File: config.mk
export PLATFORM = sky130hd
export DESIGN_NAME = srht_ctrl
export DESIGN_NICKNAME = d
export VERILOG_FILES = /design/src/srht_pkg.sv /design/src/srht_ctrl.sv
export SDC_FILE = /design/constraint.sdc
export NUM_CORES = 1
export LEC_CHECK = 0
export BUFFER_PORTS_ARGS = -buffer_cell sky130_fd_sc_hd__buf_2
export CELL_PAD_IN_SITES_DETAIL_PLACEMENT = 1
export CELL_PAD_IN_SITES_GLOBAL_PLACEMENT = 2
export CORE_AREA = 3 3 40 42
export CTS_CLUSTER_SIZE = 30
export DETAILED_ROUTE_END_ITERATION = 7
export DIE_AREA = 0 0 43 45
export GPL_ROUTABILITY_DRIVEN = 0
export PLACE_DENSITY_LB_ADDON = 0.25
export SETUP_SLACK_MARGIN = 0.05
export SYNTH_ARGS = -nofsm -noshare
export SYNTH_HDL_FRONTEND = slang
export SYNTH_SLANG_ARGS = --single-unit
File: constraint.sdc
create_clock -name clk -period 1.8 [get_ports clk]
set_clock_uncertainty 0.15 [all_clocks]
set_input_delay 0.18 -clock clk [delete_from_list [all_inputs] [get_ports clk]]
set_output_delay 0.18 -clock clk [all_outputs]
set_load 0.1 [all_outputs]
File: src/srht_pkg.sv
// Shared types, constants and command structs for the striped refcount hash table.
// No dependencies; the controller, datapath and top level import this package.
package srht_pkg;

	localparam int STRIPES     = 16;
	localparam int STRIPE_BITS = 4;
	localparam int MAX_SLOTS   = 64;
	localparam int SLOT_BITS   = $clog2(MAX_SLOTS);
	localparam int ADDR_BITS   = STRIPE_BITS + SLOT_BITS;
	localparam int DEPTH       = STRIPES * MAX_SLOTS;
	localparam int KEY_BITS    = 84;
	localparam int REF_BITS    = 32;
	localparam int LIVE_BITS   = SLOT_BITS + 1;
	localparam int WORD_BITS   = 2 + KEY_BITS + REF_BITS;
	localparam int MIN_LOG     = 4;

	localparam logic [1:0] KIND_SUB    = 2'd0;
	localparam logic [1:0] KIND_UNSUB  = 2'd1;
	localparam logic [1:0] KIND_LOOKUP = 2'd2;

	localparam logic [2:0] ST_HIT       = 3'd0;
	localparam logic [2:0] ST_CREATED   = 3'd1;
	localparam logic [2:0] ST_FULL      = 3'd2;
	localparam logic [2:0] ST_NOT_FOUND = 3'd3;
	localparam logic [2:0] ST_EVICTED   = 3'd4;

	localparam logic [2:0] SLOTS_LOG2_RESET = 3'd6;

	typedef struct packed {
		logic [1:0]         kind;
		logic [63:0]        key_hash;
		logic [31:0]        zone_id;
		logic signed [15:0] coord_x;
		logic signed [15:0] coord_y;
		logic signed [15:0] coord_z;
		logic [3:0]         detail_level;
	} in_item_t;

	typedef struct packed {
		logic [2:0]           status;
		logic [REF_BITS-1:0]  ref_count;
		logic                 stripe_full;
		logic [LIVE_BITS-1:0] stripe_live;
	} out_item_t;

	typedef enum logic [2:0] {
		S_CLEAR, S_IDLE, S_ISSUE, S_CHECK, S_UPDATE, S_RESP
	} state_t;

	typedef struct packed {
		logic load;
		logic clear;
		logic issue;
		logic check;
		logic update;
		logic respond;
	} cmd_t;

	typedef struct packed {
		logic clr_done;
		logic stop;
		logic out_free;
	} stat_t;

endpackage

File: src/srht_ctrl.sv
// Controller state machine: clearing pass, probe loop sequencing, response.
// Depends on srht_pkg.
module srht_ctrl import srht_pkg::*; (
	input  logic   clk,
	input  logic   arst_n,
	input  logic   in_valid,
	output logic   in_ready,
	input  stat_t  stat,
	output cmd_t   cmd
);

	state_t state_q, state_d;

	// hold state
	always_ff @(posedge clk or negedge arst_n) begin
		if (!arst_n) begin
			state_q <= S_CLEAR;
		end else begin
			state_q <= state_d;
		end
	end

	// next state
	always_comb begin
		state_d = state_q;
		unique case (state_q)
			S_CLEAR:  if (stat.clr_done) state_d = S_IDLE;
			S_IDLE:   if (in_valid) state_d = S_ISSUE;
			S_ISSUE:  state_d = S_CHECK;
			S_CHECK:  state_d = stat.stop ? S_UPDATE : S_ISSUE;
			S_UPDATE: state_d = S_RESP;
			S_RESP:   if (stat.out_free) state_d = S_IDLE;
			default:  state_d = S_CLEAR;
		endcase
	end

	// outputs
	always_comb begin
		cmd      = '0;
		in_ready = 1'b0;
		unique case (state_q)
			S_CLEAR:  cmd.clear = 1'b1;
			S_IDLE: begin
				in_ready = 1'b1;
				cmd.load = in_valid;
			end
			S_ISSUE:  cmd.issue = 1'b1;
			S_CHECK:  cmd.check = 1'b1;
			S_UPDATE: cmd.update = 1'b1;
			S_RESP:   cmd.respond = 1'b1;
			default:  cmd = '0;
		endcase
	end

endmodule

# Word level (Yosys, flattened, before mapping)
# Index checks and enable logic that the tools add are counted.
# word_totals
reg_bits,3
input_bits,6
output_inout_bits,7
wordCells,23
# classes
eq_ne,8
muxes,12
reduce_logical,2
# op_table
cell,count
$pmux 3 s6,1
$mux 3,4
$mux 1,7
$eq 3x2->1 const B,2
$eq 3x3->1 const B,2
$ne 2x2->1 const B,3
$eq 3x1->1 const B,1
$logic_not 3->1,1
$reduce_and 3->1,1

# Depth between registers and ports, before layout
# Gate-level depths: netlist (run 1).
# logic_depth
depth_word,3
mapped_depth,3
mapped_depth_nobuf,2

# Least setup slack after synthesis (run 1)
# No wires, ideal clock.
# synth_timing
path_type,register -> output
start,register state_q[2]
end,output port cmd[5] (netlist name)
arrival_time_ps,3714
t_required_ps,1470
path_slack_ps,-2244
stages_incl_launch_ff,4
path_buffers,1
cell_sequence,dfrtp_1 > buf_2 > nor3b_1 > and2_1
# synth_rtl
element,line,rtl
from (decl),srht_ctrl.sv:12,"state_t state_q, state_d;"
from (signal assigned),srht_ctrl.sv:19,state_q <= state_d;
to (decl),srht_ctrl.sv:9,output cmd_t cmd

==> results.json, run 1 <==
{
  "die_boundary_height_um": 45,
  "routed_wire_length_per_instance_um": 10.9,
  "via_per_inst": 4.38,
  "seq_area_frac_synth": 0.368,
  "cts_max_level": 1,
  "groute.usage.overall": 0.0767,
  "final_layout_net_count": 44,
  "fp.coreArea_mm2": 0.00128,
  "worst_ep_arrival_time_ns": 1.35,
  "timing.max_cap.violations": 0,
  "area_grow_syn2layout_pct": 108,
  "worst-slew-pin-transition_ns": 0.484,
  "grt_antenna_before_repair": 0,
  "most-common-layout-cells": "6 x sky130_fd_sc_hd__buf_2, 6 x sky130_fd_sc_hd__buf_12, 3 x sky130_fd_sc_hd__clkbuf_4",
  "ant_nets_after_route": 0,
  "final.min_clock_period_ns": 1.68,
  "crit_path_cell_chain": "nor3b_4 > and2_4 > buf_12",
  "largest_reg_flops": 3,
  "synthesis.area_per_instance_um2": 9.27,
  "initial_core_util": 0.159,
  "reg_top3": "state_q: 3 flops",
  "cts_tree": "yes",
  "syn-instance-count": 22,
  "ys_dominant_reg_cell": "sky130_fd_sc_hd__dfrtp_1",
  "synth.yosys.warnings": 0,
  "ratio_of_final_minimum_period_to_clock_period": 0.932,
  "detail_route.iter0.violations": 1,
  "synth-async-reset-ratio": 1.00,
  "worst_path_largest_cell_delay_ns": 0.48,
  "fmax_mhz": 596,
  "setup.worst_path.start_class": "flip-flop",
  "mapped_area_um2": 204,
  "synth_enable_flop_cells": 0,
  "wirelength_um": 568,
  "multi_input_comb_area_um2": 130,
  "die_area_mm2": 0.00194,
  "worst_path_dominant_cell_family": "simple AND/OR/NAND/NOR gates",
  "maxSlewViolCount": 0,
  "worst_hold_path_type": "in -> reg",
  "area.sequential_um2": 77.6,
  "final-hold-violation-count": 0,
  "antenna_cells": 0,
  "post_synthesis_sequential_element_count": 3,
  "rows": 13,
  "detailed_place_hpwl_um": 461,
  "first_pass_iters": 2,
  "grt_max_degree": 12,
  "ratio_of_cells_with_drive_above_1_in_the_final_layout": 0.649,
  "critical_path_peak_fanout": 11,
  "via_count": 228,
  "largest_register": "state_q",
  "rsz_0062_raised_after_global_routing": "yes",
  "top_level_port_count": 13,
  "clkLatencyLatePin_ns": 0.23,
  "grt_overflow_total": 0,
  "critPathSlowestCell": "sky130_fd_sc_hd__dfrtp_2",
  "number_of_port_buffers": 12,
  "crit_path_end_kind": "primary output",
  "cts_sinks": 3,
  "clock_path_buffers": 2,
  "worstSetupPathType": "reg -> out",
  "grt_pass1_wl_um": 1090,
  "cts-buffers-inserted": 3,
  "postSynthNetCount": 28,
  "detail_route.drc_violations": 0,
  "timing.critical_path.required_ns": 1.47,
  "cp.buffers_inverters": 1,
  "ctsRootBufferMaster": "sky130_fd_sc_hd__clkbuf_4",
  "worst_setup_hold_path_clk_slew_ns": 0.04,
  "n_fill_cell": 160,
  "run_status": "complete, no violations",
  "setup-tns-final_ns": 0,
  "max-slew-margin-rel": 0.680,
  "setup-violations-final": 0,
  "die_w_um": 43,
  "netlist-cell-type-count": 17,
  "grt_pass1_vias": 252
}
-- routing by layer --
| layer | global-route usage | wire length [um] | up-vias |
|---|---|---|---|
| li1 | - | - | 110 |
| met1 | 0.0870 | 221 | 106 |
| met2 | 0.120 | 280 | 12 |
| met3 | 0.0518 | 65 | 0 |
| met4 | 0.0181 | 0 | 0 |
| met5 | 0 | 0 | - |
-- worst paths after layout --
path | start | endpoint | slack (ns) | depth (start not counted)
min in group asynchronous | arst_n | state_q[1] | 0.11 | 2
hold / removal | stat[1] | state_q[1] | 0.02 | 2
max in group asynchronous | arst_n | state_q[2] | 1.27 | 2
setup reg to reg | state_q[1] | state_q[0] | 0.38 | 2
hold reg to reg | state_q[2] | state_q[1] | 0.44 | 1
setup / recovery | state_q[2] | cmd[5] | 0.12 | 3
-- cells in the mapped netlist (2+ instances only) --
cell type / n / share of area
sky130_fd_sc_hd__dfrtp_1: 3 / 0.37
sky130_fd_sc_hd__nor3b_1: 2 / 0.074
sky130_fd_sc_hd__nand2_1: 2 / 0.037
sky130_fd_sc_hd__nor3_1: 2 / 0.049
-- area by class of cell --
type / count / area share
sequential: 3 / 0.183
inverter: 1 / 0.00885
clock buffer: 4 / 0.0619
tap: 15 / 0.0442
multi-input combinational: 15 / 0.307
timing repair buffer: 14 / 0.395
-- metrics by stage --
stage / worst slack, ns / hold WS (ns) / util / cell area [um2] / instances
3_5_place_dp: 0.297 / -0.172 / 0.300 / 385 / 47
4_1_cts: 0.0639 / 0.0150 / 0.329 / 423 / 52
5_1_grt: 0.0252 / 0.0273 / 0.330 / 424 / 52
3_3_place_gp: 0.330 / -0.175 / 0.300 / 385 / 47
6_report: 0.122 / 0.0225 / 0.330 / 424 / 52
2_1_floorplan: -0.393 / -0.266 / - / 239 / 22
-- kinds of logic after synthesis --
| family | after synthesis | synth area share |
|---|---|---|
| AO/OA/AOI/OAI | 5 | 0.190 |
| buffers and inverters | 4 | 0.135 |
| flip-flops | 3 | 0.368 |
| AND/OR/NAND/NOR | 10 | 0.307 |
-- repair_timing --
item                                    in CTS  in global routing
hold buffers                                 1                  0
endpoints found under the setup margin       1                  3
setup buffers                                0                  0
endpoints found under the hold margin        3                  0
resized for setup                            1                  1
Power of run 1 is left out: the tool's default activity adds up to more than one toggle a clock period on the data nets, which glitch-free logic cannot reach.
==> run 2, diff against run 1 <==
--- a/config.mk
+++ b/config.mk
@@ -13,7 +13,7 @@
 export DETAILED_ROUTE_END_ITERATION = 7
 export DIE_AREA = 0 0 43 45
 export GPL_ROUTABILITY_DRIVEN = 0
-export PLACE_DENSITY_LB_ADDON = 0.25
+export PLACE_DENSITY_LB_ADDON = 0.1
 export SETUP_SLACK_MARGIN = 0.05
 export SYNTH_ARGS = -nofsm -noshare
 export SYNTH_HDL_FRONTEND = slang
==> run 2 against run 1 <==
  * Maximum frequency about the same
  * Non-clock buffer count is the same
  * Via count decreased by 1.3%
  * Register-to-register slack better by 0.02 ns
  * Critical path type unchanged
  * Routed wire length up 2.3%
  * First-iteration DRC count unchanged
  * Utilization did not move
  * Global-route usage down 0.24 points
  * Hold slack got worse by 0.0052 ns
  * Flip-flop and latch count is the same
  * Critical path depth did not move
  * Die area unchanged
==> results.json, run 2 (same netlist as run 1, synthesis figures left out) <==
{
  "run_status": "complete, no violations",
  "clock_path_buffers": 2,
  "antenna_cells": 0,
  "worstSetupPathType": "reg -> out",
  "cts_sinks": 3,
  "ant_nets_after_route": 0,
  "worst_path_largest_cell_delay_ns": 0.48,
  "critical_path_peak_fanout": 11,
  "worst_path_dominant_cell_family": "flip-flops",
  "area_grow_syn2layout_pct": 108,
  "grt_overflow_total": 0,
  "dp.cells": 47,
  "ratio_of_final_minimum_period_to_clock_period": 0.932,
  "timing.critical_path.required_ns": 1.47,
  "setup-violations-final": 0,
  "worst_ep_arrival_time_ns": 1.35,
  "multi_input_comb_area_um2": 130,
  "cp.buffers_inverters": 1,
  "preCtsSetupSlack_ns": 0.298,
  "maxSlewViolCount": 0,
  "final-hold-violation-count": 0,
  "die_w_um": 43,
  "worst_hold_slack_ns": 0.0173,
  "placedInstanceArea_um2": 385,
  "clkLatencyLatePin_ns": 0.23,
  "routed_wire_length_per_instance_um": 11.2,
  "via_per_inst": 4.33,
  "top_level_port_count": 13,
  "wirelength_um": 581,
  "detail_route.iter0.violations": 1,
  "timing.max_cap.violations": 0,
  "detail_route.drc_violations": 0,
  "post_cts_setup_bufs": 0,
  "largest_register": "state_q",
  "reg_top3": "state_q: 3 flops",
  "die_boundary_height_um": 45,
  "cts_max_level": 1,
  "via_count": 225,
  "cts-buffers-inserted": 3,
  "area.sequential_um2": 77.6,
  "worst_hold_path_type": "in -> reg",
  "grt_pass1_wl_um": 1030,
  "instances_no_fill": 52,
  "grt_max_degree": 12,
  "max-slew-margin-rel": 0.679,
  "fmax_mhz": 596,
  "rows": 13,
  "final.min_clock_period_ns": 1.68,
  "largest_reg_flops": 3,
  "cts_tree": "yes",
  "groute.usage.overall": 0.0742,
  "worst-slew-pin-transition_ns": 0.484,
  "die_area_mm2": 0.00194,
  "number_of_port_buffers": 12,
  "critPathSlowestCell": "sky130_fd_sc_hd__dfrtp_2",
  "final_layout_net_count": 44,
  "n_fill_cell": 155,
  "fp.coreArea_mm2": 0.00128,
  "detailed_place_hpwl_um": 482,
  "grt_antenna_before_repair": 0,
  "worst_setup_hold_path_clk_slew_ns": 0.04,
  "crit_path_cell_chain": "nor3b_4 > and2_4 > buf_12",
  "final_critical_path_setup_slack_ns": 0.123,
  "setup.worst_path.start_class": "flip-flop",
  "ctsRootBufferMaster": "sky130_fd_sc_hd__clkbuf_4",
  "first_pass_iters": 2,
  "ratio_of_cells_with_drive_above_1_in_the_final_layout": 0.649,
  "rsz_0062_raised_after_global_routing": "no",
  "grt_pass1_vias": 256,
  "crit_path_end_kind": "primary output",
  "initial_core_util": 0.159,
  "design_area_um2": 424,
  "most-common-layout-cells": "6 x sky130_fd_sc_hd__buf_2, 6 x sky130_fd_sc_hd__buf_12, 3 x sky130_fd_sc_hd__clkbuf_4"
}
-- run 2: cell counts in the layout (fill, tap and decap cells not counted) --
No cell type changed its count.
-- run 2: what timing repair did --
action                                 CTS  global route
gates cloned                             0             0
hold buffers                             1             0
gates resized for setup                  1             1
setup endpoints to repair                1             3
endpoints found under the hold margin    3             0
-- run 2: layer usage --
layer	track usage	vias up	routed length, um
met5	0	-	0
met4	0.0723	0	0
met3	0.0319	0	44
met2	0.123	10	318
met1	0.0678	105	218
li1	-	110	-
-- run 2: through the flow --
step / setup TNS [ns] / utilization
2_1_floorplan: -1.19 / -
3_3_place_gp: 0 / 0.300
3_5_place_dp: 0 / 0.300
4_1_cts: 0 / 0.329
5_1_grt: 0 / 0.330
6_report: 0 / 0.330
-- run 2: final timing paths --
path	from	to	slack [ns]	cells past startpoint
max in group asynchronous	arst_n	state_q[1]	1.26	2
min in group asynchronous	arst_n	state_q[0]	0.12	2
worst max-delay path	state_q[2]	cmd[5]	0.12	3
worst min-delay path	stat[1]	state_q[1]	0.02	2
worst min register to register	state_q[2]	state_q[1]	0.44	1
worst max register to register	state_q[1]	state_q[0]	0.40	2
-- run 2: area by class of cell --
cell class	count	share of cell area
Timing Repair Buffer	14	0.395
Multi-Input combinational cell	15	0.307
Sequential cell	3	0.183
Clock buffer	4	0.0619
Tap cell	15	0.0442
Inverter	1	0.00885
-- run 2: worst register-to-register path, stage by stage, from the launching register on --
cell                      delay [ns]
sky130_fd_sc_hd__dfrtp_2        0.47
sky130_fd_sc_hd__or4_1          0.54
sky130_fd_sc_hd__o211a_1        0.14
Power of run 2 is left out for the same reason.
==> run 3, diff against run 2 <==
--- a/config.mk
+++ b/config.mk
@@ -6,14 +6,12 @@
 export NUM_CORES = 1
 export LEC_CHECK = 0
 export BUFFER_PORTS_ARGS = -buffer_cell sky130_fd_sc_hd__buf_2
-export CELL_PAD_IN_SITES_DETAIL_PLACEMENT = 1
-export CELL_PAD_IN_SITES_GLOBAL_PLACEMENT = 2
 export CORE_AREA = 3 3 40 42
 export CTS_CLUSTER_SIZE = 30
 export DETAILED_ROUTE_END_ITERATION = 7
 export DIE_AREA = 0 0 43 45
 export GPL_ROUTABILITY_DRIVEN = 0
-export PLACE_DENSITY_LB_ADDON = 0.1
+export PLACE_DENSITY = 0.35
 export SETUP_SLACK_MARGIN = 0.05
 export SYNTH_ARGS = -nofsm -noshare
 export SYNTH_HDL_FRONTEND = slang
==> run 3 against run 2 <==
  * Die area is the same
  * Cell count unchanged
  * Design area did not move
  * Critical path depth did not move
  * Maximum frequency up 1.1%
  * Flip-flop and latch count unchanged
  * Highest routed layer unchanged
==> results.json, run 3 (same netlist as run 1, synthesis figures left out) <==
{
  "detailed_place_hpwl_um": 414,
  "placedInstanceArea_um2": 385,
  "cts_sinks": 3,
  "clock_path_buffers": 2,
  "via_count": 221,
  "post_cts_setup_bufs": 0,
  "gr-usage-met2": 0.108,
  "area_grow_syn2layout_pct": 108,
  "largest_reg_flops": 3,
  "initial_core_util": 0.159,
  "grt_most_used_layer": "met2",
  "ctsRootBufferMaster": "sky130_fd_sc_hd__clkbuf_4",
  "n_fill_cell": 135,
  "worst-slew-pin-transition_ns": 0.483,
  "detail_route.drc_violations": 0,
  "rsz_0062_raised_after_global_routing": "no",
  "ratio_of_final_minimum_period_to_clock_period": 0.922,
  "setup.worst_path.start_class": "flip-flop",
  "cts_max_level": 1,
  "groute.usage.overall": 0.0692,
  "first_pass_iters": 2,
  "fp.coreArea_mm2": 0.00128,
  "run_status": "complete, no violations",
  "final-hold-violation-count": 0,
  "multi_input_comb_area_um2": 130,
  "crit_path_end_kind": "primary output",
  "grt_pass1_vias": 248,
  "worst_setup_hold_path_clk_slew_ns": 0.04,
  "detail_route.iter0.violations": 4,
  "grt.met1_usage": 0.0773,
  "die_w_um": 43,
  "ant_nets_after_route": 0,
  "design_area_um2": 424,
  "fmax_mhz": 603,
  "worstSetupPathType": "reg -> out",
  "grt_pass1_wl_um": 979,
  "max-slew-margin-rel": 0.680,
  "wirelength_um": 537,
  "routed_wire_length_per_instance_um": 10.3,
  "final.min_clock_period_ns": 1.66,
  "via_per_inst": 4.25,
  "rows": 13,
  "most-common-layout-cells": "6 x sky130_fd_sc_hd__buf_2, 6 x sky130_fd_sc_hd__buf_12, 3 x sky130_fd_sc_hd__clkbuf_4",
  "worst_path_largest_cell_delay_ns": 0.47,
  "setup-violations-final": 0,
  "die_boundary_height_um": 45,
  "timing.max_cap.violations": 0,
  "grt_antenna_before_repair": 0,
  "largest_register": "state_q",
  "critical_path_peak_fanout": 11,
  "final_layout_net_count": 44,
  "worst_hold_path_type": "in -> reg",
  "worst_ep_arrival_time_ns": 1.33,
  "clkLatencyLatePin_ns": 0.23,
  "die_area_mm2": 0.00194,
  "cts_tree": "yes",
  "area.sequential_um2": 77.6,
  "maxSlewViolCount": 0,
  "grt_overflow_total": 0,
  "cts-buffers-inserted": 3,
  "timing.critical_path.required_ns": 1.47,
  "worst_path_dominant_cell_family": "flip-flops",
  "reg_top3": "state_q: 3 flops",
  "use_met3": 0.0120,
  "number_of_port_buffers": 12,
  "cp.buffers_inverters": 1,
  "ratio_of_cells_with_drive_above_1_in_the_final_layout": 0.649,
  "critPathSlowestCell": "sky130_fd_sc_hd__dfrtp_2",
  "crit_path_cell_chain": "nor3b_4 > and2_4 > buf_12",
  "antenna_cells": 0,
  "grt_max_degree": 12,
  "top_level_port_count": 13
}
## run 3: cell counts in the layout (fill, tap and decap cells not counted)
Identical to the previous run, type by type.
## run 3: repair_timing
action,4_1_cts,5_1_grt
gates resized for setup,0,2
hold buffers,1,0
hold endpoints to repair,3,0
endpoints found under the setup margin,0,3
## run 3: final cells by class
type                            instances  share of cell area
Timing Repair Buffer                   14               0.395
Multi-Input combinational cell         15               0.307
Sequential cell                         3               0.183
Clock buffer                            4              0.0619
Tap cell                               15              0.0442
Inverter                                1             0.00885
## run 3: stage by stage
stage	hold WS, ns	std cells	setup TNS [ns]	util	setup slack, ns
finish	0.0252	52	0	0.330	0.140
global route	0.0325	52	0	0.330	0.0707
CTS	0.0243	52	0	0.328	0.0618
detailed placement	-0.173	47	0	0.300	0.320
global placement	-0.175	47	0	0.300	0.338
floorplan	-0.266	22	-1.19	-	-0.393
## run 3: final timing paths
path	slack [ns]	cells past startpoint	start	endpoint
min reg2reg	0.44	1	state_q[2]	state_q[1]
min	0.03	2	stat[1]	state_q[1]
max	0.14	3	state_q[2]	cmd[5]
min in group asynchronous	0.13	2	arst_n	state_q[0]
max in group asynchronous	1.25	2	arst_n	state_q[1]
max reg2reg	0.38	2	state_q[1]	state_q[0]
## run 3: per-layer routing
metal	vias up	share of wire	wire length (um)
met3	0	0.054	29
li1	109	-	-
met5	-	0	0
met2	7	0.55	294
met4	0	0	0
met1	105	0.40	213
Power of run 3 is left out for the same reason.
